File: config.mk
export PLATFORM = sky130hd
export DESIGN_NAME = http_chunked_body_decoder_top
export DESIGN_NICKNAME = d
export VERILOG_FILES = /design/src/sv/hcbd_pkg.sv /design/src/sv/hcbd_step.sv /design/src/sv/http_chunked_body_decoder_top.sv
export SDC_FILE = /design/constraint.sdc
export NUM_CORES = 1
export LEC_CHECK = 0
export BUFFER_PORTS_ARGS = -buffer_cell sky130_fd_sc_hd__buf_2
export CAP_MARGIN = 20
export CELL_PAD_IN_SITES_DETAIL_PLACEMENT = 1
export CELL_PAD_IN_SITES_GLOBAL_PLACEMENT = 1
export CORE_MARGIN = 3
export CORE_UTILIZATION = 35
export DETAILED_ROUTE_END_ITERATION = 8
export PLACE_DENSITY = 0.64
export SYNTH_ARGS = -nofsm -noshare
export SYNTH_HDL_FRONTEND = slang
export SYNTH_SLANG_ARGS = --single-unit
File: constraint.sdc
create_clock -name aclk -period 2.7 [get_ports aclk]
set_input_delay 0.54 -clock aclk [delete_from_list [all_inputs] [get_ports aclk]]
set_output_delay 0.54 -clock aclk [all_outputs]
set_load 0.01 [all_outputs]
File: src/sv/hcbd_pkg.sv
`timescale 1ns / 1ps

package hcbd_pkg;

    typedef enum logic [6:0] {
        PH_DIGITS  = 7'b0000001,
        PH_EXT     = 7'b0000010,
        PH_LINE_CR = 7'b0000100,
        PH_DATA    = 7'b0001000,
        PH_TAIL_CR = 7'b0010000,
        PH_TAIL_LF = 7'b0100000,
        PH_FAILED  = 7'b1000000
    } phase_t;

    localparam logic [1:0] KIND_DATA  = 2'd0;
    localparam logic [1:0] KIND_END   = 2'd1;
    localparam logic [1:0] KIND_ERROR = 2'd2;

    localparam logic [7:0] CHAR_CR = 8'h0d;
    localparam logic [7:0] CHAR_LF = 8'h0a;

    typedef struct packed {
        logic       ok;
        logic [3:0] val;
    } hex_t;

    typedef struct packed {
        logic       valid;
        logic [1:0] kind;
        logic [7:0] payload;
    } res_t;

    function automatic hex_t hex_decode(input logic [7:0] c);
        hex_t h;
        h.ok  = 1'b0;
        h.val = 4'd0;
        if (c inside {[8'h30:8'h39]}) begin
            h.ok  = 1'b1;
            h.val = 4'(c - 8'h30);
        end else if (c inside {[8'h61:8'h66]}) begin
            h.ok  = 1'b1;
            h.val = 4'(c - 8'h61 + 8'd10);
        end else if (c inside {[8'h41:8'h46]}) begin
            h.ok  = 1'b1;
            h.val = 4'(c - 8'h41 + 8'd10);
        end
        return h;
    endfunction

endpackage

File: src/sv/hcbd_step.sv
`timescale 1ns / 1ps

module hcbd_step #(
    parameter int SIZE_BITS = 32
) (
    input  hcbd_pkg::phase_t       phase_i,
    input  logic [SIZE_BITS-1:0]   count_i,
    input  logic                   final_i,
    input  logic [7:0]             byte_i,
    output hcbd_pkg::phase_t       phase_o,
    output logic [SIZE_BITS-1:0]   count_o,
    output logic                   final_o,
    output hcbd_pkg::res_t         res_o
);

    hcbd_pkg::hex_t       hex;
    logic                 count_top;
    logic                 count_last;
    logic [SIZE_BITS-1:0] count_one;

    assign count_one  = {{(SIZE_BITS-1){1'b0}}, 1'b1};
    assign hex        = hcbd_pkg::hex_decode(byte_i);
    assign count_top  = (count_i[SIZE_BITS-1 -: 4] != 4'd0);
    assign count_last = (count_i == count_one);

    always_comb begin
        phase_o = phase_i;
        count_o = count_i;
        final_o = final_i;
        res_o   = '0;
        case (phase_i)
            hcbd_pkg::PH_DIGITS: begin
                if (hex.ok) begin
                    if (count_top) begin
                        phase_o    = hcbd_pkg::PH_FAILED;
                        res_o.valid = 1'b1;
                        res_o.kind  = hcbd_pkg::KIND_ERROR;
                    end else begin
                        count_o = {count_i[SIZE_BITS-5:0], hex.val};
                    end
                end else if (byte_i == hcbd_pkg::CHAR_CR) begin
                    phase_o = hcbd_pkg::PH_LINE_CR;
                end else begin
                    phase_o = hcbd_pkg::PH_EXT;
                end
            end
            hcbd_pkg::PH_EXT: begin
                if (byte_i == hcbd_pkg::CHAR_CR) begin
                    phase_o = hcbd_pkg::PH_LINE_CR;
                end
            end
            hcbd_pkg::PH_LINE_CR: begin
                if (byte_i == hcbd_pkg::CHAR_LF) begin
                    if (count_i == '0) begin
                        final_o = 1'b1;
                        phase_o = hcbd_pkg::PH_TAIL_CR;
                    end else begin
                        phase_o = hcbd_pkg::PH_DATA;
                    end
                end else if (byte_i != hcbd_pkg::CHAR_CR) begin
                    phase_o = hcbd_pkg::PH_EXT;
                end
            end
            hcbd_pkg::PH_DATA: begin
                count_o       = count_i - count_one;
                res_o.valid   = 1'b1;
                res_o.kind    = hcbd_pkg::KIND_DATA;
                res_o.payload = byte_i;
                if (count_last) begin
                    phase_o = hcbd_pkg::PH_TAIL_CR;
                end
            end
            hcbd_pkg::PH_TAIL_CR: begin
                if (byte_i != hcbd_pkg::CHAR_CR) begin
                    phase_o     = hcbd_pkg::PH_FAILED;
                    res_o.valid = 1'b1;
                    res_o.kind  = hcbd_pkg::KIND_ERROR;
                end else begin
                    phase_o = hcbd_pkg::PH_TAIL_LF;
                end
            end
            hcbd_pkg::PH_TAIL_LF: begin
                if (byte_i != hcbd_pkg::CHAR_LF) begin
                    phase_o     = hcbd_pkg::PH_FAILED;
                    res_o.valid = 1'b1;
                    res_o.kind  = hcbd_pkg::KIND_ERROR;
                end else begin
                    phase_o = hcbd_pkg::PH_DIGITS;
                    count_o = '0;
                    if (final_i) begin
                        final_o     = 1'b0;
                        res_o.valid = 1'b1;
                        res_o.kind  = hcbd_pkg::KIND_END;
                    end
                end
            end
            default: begin
            end
        endcase
    end

endmodule

File: src/sv/http_chunked_body_decoder_top.sv
`timescale 1ns / 1ps

// channel  dir  ports                              handshake
// input    in   s_stream_byte                      s_valid / s_ready
// result   out  m_kind, m_payload                  m_valid / m_ready
//
// one byte per cycle; each byte is decoded by the byte fsm and size counter
// in the same cycle it is accepted, its result lands in the output register
// s_ready stays high while the output register is empty or being taken
// a stall on the result side holds one result and blocks input only then
// aresetn is synchronous, active low; the decoder restarts at the size digits

module http_chunked_body_decoder_top #(
    parameter int SIZE_BITS = 32
) (
    input  logic       aclk,
    input  logic       aresetn,
    input  logic       s_valid,
    output logic       s_ready,
    input  logic [7:0] s_stream_byte,
    output logic       m_valid,
    input  logic       m_ready,
    output logic [1:0] m_kind,
    output logic [7:0] m_payload
);

    hcbd_pkg::phase_t     phase_reg;
    hcbd_pkg::phase_t     phase_next;
    logic [SIZE_BITS-1:0] count_reg;
    logic [SIZE_BITS-1:0] count_next;
    logic                 final_reg;
    logic                 final_next;
    logic                 m_valid_reg;
    logic [1:0]           m_kind_reg;
    logic [7:0]           m_payload_reg;
    hcbd_pkg::res_t       res;
    logic                 s_accept;

    assign s_ready  = !m_valid_reg || m_ready;
    assign s_accept = s_valid && s_ready;

    hcbd_step #(
        .SIZE_BITS(SIZE_BITS)
    ) u_step (
        .phase_i(phase_reg),
        .count_i(count_reg),
        .final_i(final_reg),
        .byte_i (s_stream_byte),
        .phase_o(phase_next),
        .count_o(count_next),
        .final_o(final_next),
        .res_o  (res)
    );

    always_ff @(posedge aclk) begin
        if (!aresetn) begin
            phase_reg   <= hcbd_pkg::PH_DIGITS;
            count_reg   <= '0;
            final_reg   <= 1'b0;
            m_valid_reg <= 1'b0;
        end else begin
            if (s_accept) begin
                phase_reg   <= phase_next;
                count_reg   <= count_next;
                final_reg   <= final_next;
                m_valid_reg <= res.valid;
            end else if (m_ready) begin
                m_valid_reg <= 1'b0;
            end
        end
    end

    always_ff @(posedge aclk) begin
        if (s_accept && res.valid) begin
            m_kind_reg    <= res.kind;
            m_payload_reg <= res.payload;
        end
    end

    assign m_valid   = m_valid_reg;
    assign m_kind    = m_kind_reg;
    assign m_payload = m_payload_reg;

    a_failed_silent: assert property (@(posedge aclk) disable iff (!aresetn)
        (s_accept && phase_reg == hcbd_pkg::PH_FAILED) |-> !res.valid)
        else $error("result produced in failed phase");

    a_error_sticky: assert property (@(posedge aclk) disable iff (!aresetn)
        (m_valid && m_kind == hcbd_pkg::KIND_ERROR) |-> phase_reg == hcbd_pkg::PH_FAILED)
        else $error("error reported without failed phase");

    a_data_count: assert property (@(posedge aclk) disable iff (!aresetn)
        (phase_reg == hcbd_pkg::PH_DATA) |-> count_reg != '0)
        else $error("payload phase with zero count");

endmodule

# After elaboration in Yosys (flattened, before gate mapping)
# Cells that the tools add are included.
totals:
  register_bits: 51
  out_inout_bits: 12
classes:
  mux: 30
  magnitude_cmp: 6
  n_eq_ne: 20
  n_addsub: 6
  n_reduce_logical: 16
op_table:
  columns: ["op", "count"]
  rows:
  - ["$mux 32", 3]
  - ["$pmux 32 s3", 1]
  - ["$mux 7", 8]
  - ["$pmux 7 s6", 1]
  - ["$eq 32x1->1 const B", 1]
  - ["$logic_not 32->1", 1]
  - ["$sub 32x1->32 const B", 1]
  - ["$mux 5", 4]
  - ["$mux 3", 6]
  - ["$eq 8x4->1 const B", 2]
  - ["$ge 8x7->1 const B", 2]
  - ["$le 8x7->1 const B", 2]
  - ["$ne 8x4->1 const B", 2]
  - ["$pmux 3 s4", 1]
  - ["$sub 4x1->4 const B", 3]
  - ["$ne 2x1->1 const B", 5]
  - ["$reduce_and 5->1", 2]
  - ["$add 4x4->4 const B", 2]
  - ["$ge 8x6->1 const B", 1]
  - ["$le 8x6->1 const B", 1]
  - ["$eq 7x1->1 const B", 1]
  - ["$eq 7x2->1 const B", 1]
  - ["$eq 7x3->1 const B", 1]
  - ["$eq 7x4->1 const B", 1]
  - ["15 further kinds", 25]

# Longest topological paths before layout
depth:
  depth_word: 8
  depth_mapped: 10
  depth_no_buf: 8

# Hierarchy
# A second synthesis with hierarchy kept.
hier_totals:
  hier_cells: 478
  hier_area_um2: 3792.4
by_module_without_submodules:
  columns: ["mod", "area_each_um2", "n_inst", "seq_area_each_um2", "cells_each"]
  rows:
  - ["http_chunked_body_decoder_top", 1988.2, 1, 1121.1, 190]
  - ["hcbd_step", 1804.2, 1, 0.0, 288]

# Worst setup path after synthesis
# OpenSTA, ideal clock, no wires.
synth_timing:
  path_kind: "input -> register"
  start: "input s_stream_byte[1]"
  end: "register count_reg[2]"
  setup_time_ps: 117
  n_path_buf: 1
  t_required_ps: 2583
  stages: 9
  arrival_time_ps: 2499
  setup_slack_ps: 84
  path_cell_list: "inv_1 > ha_1 > inv_1 > o311ai_1 > a211oi_1 > o221ai_2 > clkbuf_1 > nor2_1 > a32o_1"
synth_via:
  elab_chain_len: 8
  elab_cells_between_ends: 24
  cone_classes: "add/sub: 5; order compare: 6; eq/ne: 3; mux: 6; reduce/logical: 4"
synth_lines:
  columns: ["item", "line_no", "text"]
  rows:
  - ["from (decl)", "http_chunked_body_decoder_top.sv:20", "input logic [7:0] s_stream_byte,"]
  - ["$sub 4x1->4, or another cell as far along", "hcbd_pkg.sv:42, hcbd_pkg.sv:45", null]
  - ["$add 4x4->4 / $logic_and 1x1->1 (equally long branches)", "hcbd_pkg.sv:42, hcbd_pkg.sv:45, hcbd_pkg.sv:43", null]
  - ["$mux 5", "hcbd_pkg.sv:43", "end else if (c inside {[8'h41:8'h46]}) begin"]
  - ["$mux 5", "hcbd_pkg.sv:40", "end else if (c inside {[8'h61:8'h66]}) begin"]
  - ["$mux 5", "hcbd_pkg.sv:37", "if (c inside {[8'h30:8'h39]}) begin"]
  - ["$mux 32", "hcbd_step.sv:34", "if (count_top) begin"]
  - ["$mux 32", "hcbd_step.sv:33", "if (hex.ok) begin"]
  - ["$pmux 32 s3", "hcbd_step.sv:31", "case (phase_i)"]
  - ["to (signal assigned)", "http_chunked_body_decoder_top.sv:64", "count_reg <= count_next;"]
  - ["to (decl)", "http_chunked_body_decoder_top.sv:29", "logic [SIZE_BITS-1:0] count_reg;"]
# Several ways; a longest one is shown, not always the timed one. The select of a mux whose other input is x is not followed.
# A chain may end at the register's enable or synchronous reset.

# Worst setup path in the final report
layout_timing:
  start: "register phase_reg[6]"
  end: "register m_payload_reg[6] (netlist: m_payload[6]) (enable)"
layout_via:
  elab_chain_len: 3
  elab_cells_between_ends: 6
  cone_classes: "eq/ne: 4; mux: 1; reduce/logical: 1"
layout_lines:
  columns: ["item", "line_no", "text"]
  rows:
  - ["from (decl)", "http_chunked_body_decoder_top.sv:27", "hcbd_pkg::phase_t phase_reg;"]
  - ["from (signal assigned)", "http_chunked_body_decoder_top.sv:57", "phase_reg <= hcbd_pkg::PH_DIGITS;"]
  - ["from (signal assigned)", "http_chunked_body_decoder_top.sv:63", "phase_reg <= phase_next;"]
  - ["$eq 7x6->1, or another cell as far along", "hcbd_step.sv:31", null]
  - ["$pmux 3 s4 (*)", "hcbd_step.sv:31", null]
  - ["$logic_and 1x1->1 (*)", "http_chunked_body_decoder_top.sv:74", "if (s_accept && res.valid) begin"]
  - ["to (signal assigned)", "http_chunked_body_decoder_top.sv:76", "m_payload_reg <= res.payload;"]
  - ["to (decl)", "http_chunked_body_decoder_top.sv:35", "logic [7:0] m_payload_reg;"]
# Mark *: on every way between the ends. The rest lies on a longest branch, timed or not.

==> run_results.csv <==
group,metric,value,unit
worst_setup_path,crit_type,"reg2reg",
power,power.total,3.94,mW
logic_synthesis,ys_seq_area_share,33.3,%
worst_setup_path,path_common_cell,"or4_1",
clocking,root_buffer,"clkbuf_8",
logic_synthesis,synth_seq_cells,51,
routing,met3WireLength,296,um
worst_setup_path,ff2ff_setup_slack,160,ps
logic_synthesis,synth-edff-count,10,
grt,grt_max_degree,35,
clocking,hold_buffers,0,
floorplan,dieHeight,104,um
sta,worst_slew_pin_slew,629,ps
clocking,cts_buffer_depth,2,
worst_hold_path,hold_depth,2,
power,pwr-share-comb,60.2,%
logic_synthesis,synth.distinct_cells,69,
logic_synthesis,synth.largest_area_cell,"dfxtp_1",
worst_setup_path,path_cells,"or4_1 > or4_1 > a211oi_1 > a21o_1 > o2111ai_1 > inv_1 > buf_12",
place,place_congestion,0.917,
worst_hold_path,hold_class,"reg2reg",
worst_setup_path,crit_buf_inv,2,
logic_synthesis,syn_area,0.00337,mm2
clocking,cts_tree,"built",
logic_synthesis,synth_fa_ha_area_share,2.60,%
clocking,ctsResizeCount,0,
status,status,"finished, final reports clean",
finish,area_growth,17.3,%
routing,highest_layer,"met4",
finish,largest_register_ffs,32,
routing,num_vias,3525,
power,powerDensity,996,mW/mm2
logic_synthesis,synth_most_common_cell,"nand2_1",
sta,fin_ws,158,ps
floorplan,die_area,0.0108,mm2
routing,drt-pass1-iter-count,4,
power,leakagePower,1.54,nW
finish,antenna_cells,0,
logic_synthesis,yosysTopAreaCellShare,24.4,%
routing,drtIter0Drc,157,
place,dpl.hpwl,7690,um
logic_synthesis,synth-xor-area-share,2.08,%
floorplan,ios,24,
routing,drt-met1-wl,5390,um
logic_synthesis,netlist_top_cells_count,"nand2_1, dfxtp_1, nor2_1",
place,numPortBuffers,23,
logic_synthesis,synth_area_per_cell,7.85,um2
worst_setup_path,slowest_stage,"or4_1",
logic_synthesis,syn_inst,429,
routing,ant_nets,0,
logic_synthesis,syn_nets,448,
place,pre_cts_slack,-95.0,ps
sta,finalSetupViolCount,0,
sta,final_max_slew_viol_count,0,
finish,layout.nets,487,
worst_setup_path,critical-path-top-delay-family,"simple AND/OR/NAND/NOR gates",
worst_hold_path,holdPathEnd,"count_reg[31]",
worst_setup_path,r2r_cells,7,
sta,hold_viol,0,
logic_synthesis,synth-compound-area-share,29.1,%
routing,wl_met2,5000,um
clocking,clkTransAtPathRegs,100,ps
worst_setup_path,start_kind,"flip-flop",
sta,final_min_period_over_clock_period,94.1,%
worst_hold_path,min_from,"count_reg[31]",
worst_setup_path,arrival,2580,ps
logic_synthesis,yosys.area_share.simple,26.8,%
grt,grt_pass1_wl,18300,um
logic_synthesis,synth_mux_area_share,0.595,%
clocking,post_cts_buffers,0,
sta,clock_skew,9.35,ps
routing,totalWireLength,10800,um
grt,track_usage,20.2,%
sta,rsz0062_at_grt,"false",
worst_setup_path,r2r_start,"phase_reg[6]",
power,peakVddDrop,0.000384,V
clocking,cts-htree-levels,2,
finish,layout-drive-gt1-share,18.1,%
power,p_seq_share,25.2,%
floorplan,start_util,36.3,%
routing,drc,0,
clocking,cts-buffers-inserted,5,
grt,grt_overflow,0,
routing,avgViaCountPerCell,5.89,
floorplan,row_count,35,
routing,wire_per_inst,18.1,um
sta,max_slew_margin,58.0,%
power,p_int,2.09,mW
power,p_switching,1.84,mW
job,maxCapViolCount,0,
sta,period_needed,2540,ps
worst_setup_path,cp_max_fo,10,
logic_synthesis,async_flop_share,0,%
worst_setup_path,worstPathRequired,2730,ps
power,switching_share,46.8,%
worst_setup_path,reg2reg_to,"m_payload[6]",
grt,antenna_found_initial,0,
clocking,clkLatencyLatePin,310,ps
grt,grt_pass1_vias,3582,
clocking,cts.sinks,51,
sta,fmax,0.393,GHz
floorplan,die_width,104,um
floorplan,core_area,0.00928,mm2
logic_synthesis,synthTopCellsByArea,"dfxtp_1, edfxtp_1, a21oi_1",
logic_synthesis,ys.flop_type,"dfxtp_1",
worst_setup_path,cp_slowest_stage_delay,660,ps
logic_synthesis,yosysWarnings,0,
power,clkPwrFrac,14.7,%
logic_synthesis,synth_top_family_by_area,"compound AO/OA/AOI/OAI gates",
worst_setup_path,end_kind,"flip-flop",
layer usage:
metal,GRT usage (%),vias up
met5,0,-
met4,5.22,0
met3,2.98,12
met2,32.5,56
met1,28.4,1766
li1,-,1691
through the flow:
step	TNS, ps	util (%)	hold slack [ps]	area (um2)	cells
after floorplan	0	-	452	3370	429
final	0	42.5	502	3950	598
after CTS	0	42.5	506	3950	598
after global routing	0	42.5	532	3950	598
after global placement	0	41.3	475	3830	590
after detailed placement	-417	41.3	491	3830	590
cells by family (layout without fill, tap and decap cells):
| family | after synthesis | count (layout) |
|---|---|---|
| flip-flops | 51 | 51 |
| buffers and inverters | 45 | 85 |
| multiplexers | 2 | 2 |
| AO/OA/AOI/OAI | 140 | 140 |
| XOR/XNOR | 8 | 8 |
| AND/OR/NAND/NOR | 176 | 176 |
| adder cells (fa/ha/maj) | 7 | 7 |
tightest hold or removal path: cells and delay by family (launching register included):
kind	cells	cell delay, ps
flip-flops	1	330
AO/OA/AOI/OAI	2	130
how the worst max path moves through the flow:
stage | startpoint | to | slack [ps] | depth (start not counted)
2_1_floorplan | s_stream_byte[1] | count_reg[2] | 80 | 9
3_3_place_gp | s_stream_byte[1] | phase_reg[3] | 70 | 9
3_5_place_dp | s_stream_byte[1] | phase_reg[2] | -90 | 9
4_1_cts | phase_reg[6] | m_kind[0] | 170 | 7
5_1_grt | phase_reg[6] | m_kind[0] | 40 | 7
6_report | phase_reg[6] | m_payload[6] | 160 | 7
power by group through the flow:
stage / clock network (mW) / logic (mW) / registers (mW)
after floorplan: 0 / 1.56 / 0.979
after CTS: 0.593 / 2.34 / 0.989
after global placement: 0 / 2.28 / 1.01
after detailed placement: 0 / 2.33 / 1.00
after global routing: 0.624 / 2.63 / 1.00
final: 0.577 / 2.37 / 0.990
layout by cell type, fill, tap and decap left out, types with 3 or more instances in the layout:
| cell | Yosys | routed |
|---|---|---|
| dfxtp_1 | 41 | 41 |
| a32o_1 | 5 | 5 |
| buf_2 | 6 | 23 |
| nand4_1 | 5 | 5 |
| nor2_1 | 41 | 41 |
| ha_1 | 7 | 7 |
| o22ai_1 | 4 | 4 |
| o21ai_0 | 30 | 30 |
| a211oi_1 | 5 | 5 |
| or4_1 | 4 | 4 |
| a22o_1 | 9 | 9 |
| edfxtp_1 | 10 | 10 |
| nand3_1 | 7 | 7 |
| nand2_1 | 44 | 44 |
| o32ai_1 | 5 | 5 |
| nor4b_1 | 4 | 4 |
| xor2_1 | 7 | 7 |
| inv_1 | 11 | 11 |
| nor3_1 | 21 | 21 |
| and3_1 | 6 | 6 |
| o211ai_1 | 3 | 3 |
| buf_4 | 1 | 42 |
| and2_1 | 9 | 9 |
| clkbuf_8 | 0 | 6 |
| a21oi_1 | 40 | 40 |
| a221oi_1 | 4 | 4 |
| nor4_1 | 13 | 13 |
| nand2b_1 | 6 | 6 |
| o31ai_1 | 3 | 3 |
| o21a_1 | 3 | 3 |
cell type report:
class / instances / area, um2
clock buffer: 6 / 82.6
multi-input combinational: 333 / 2060
inverter: 11 / 41.3
sequential: 51 / 1120
clock inverter: 2 / 35.0
timing repair buffer: 66 / 450
tap: 129 / 161
fill: 1165 / 5330
(Power assumes the default switching activity.)
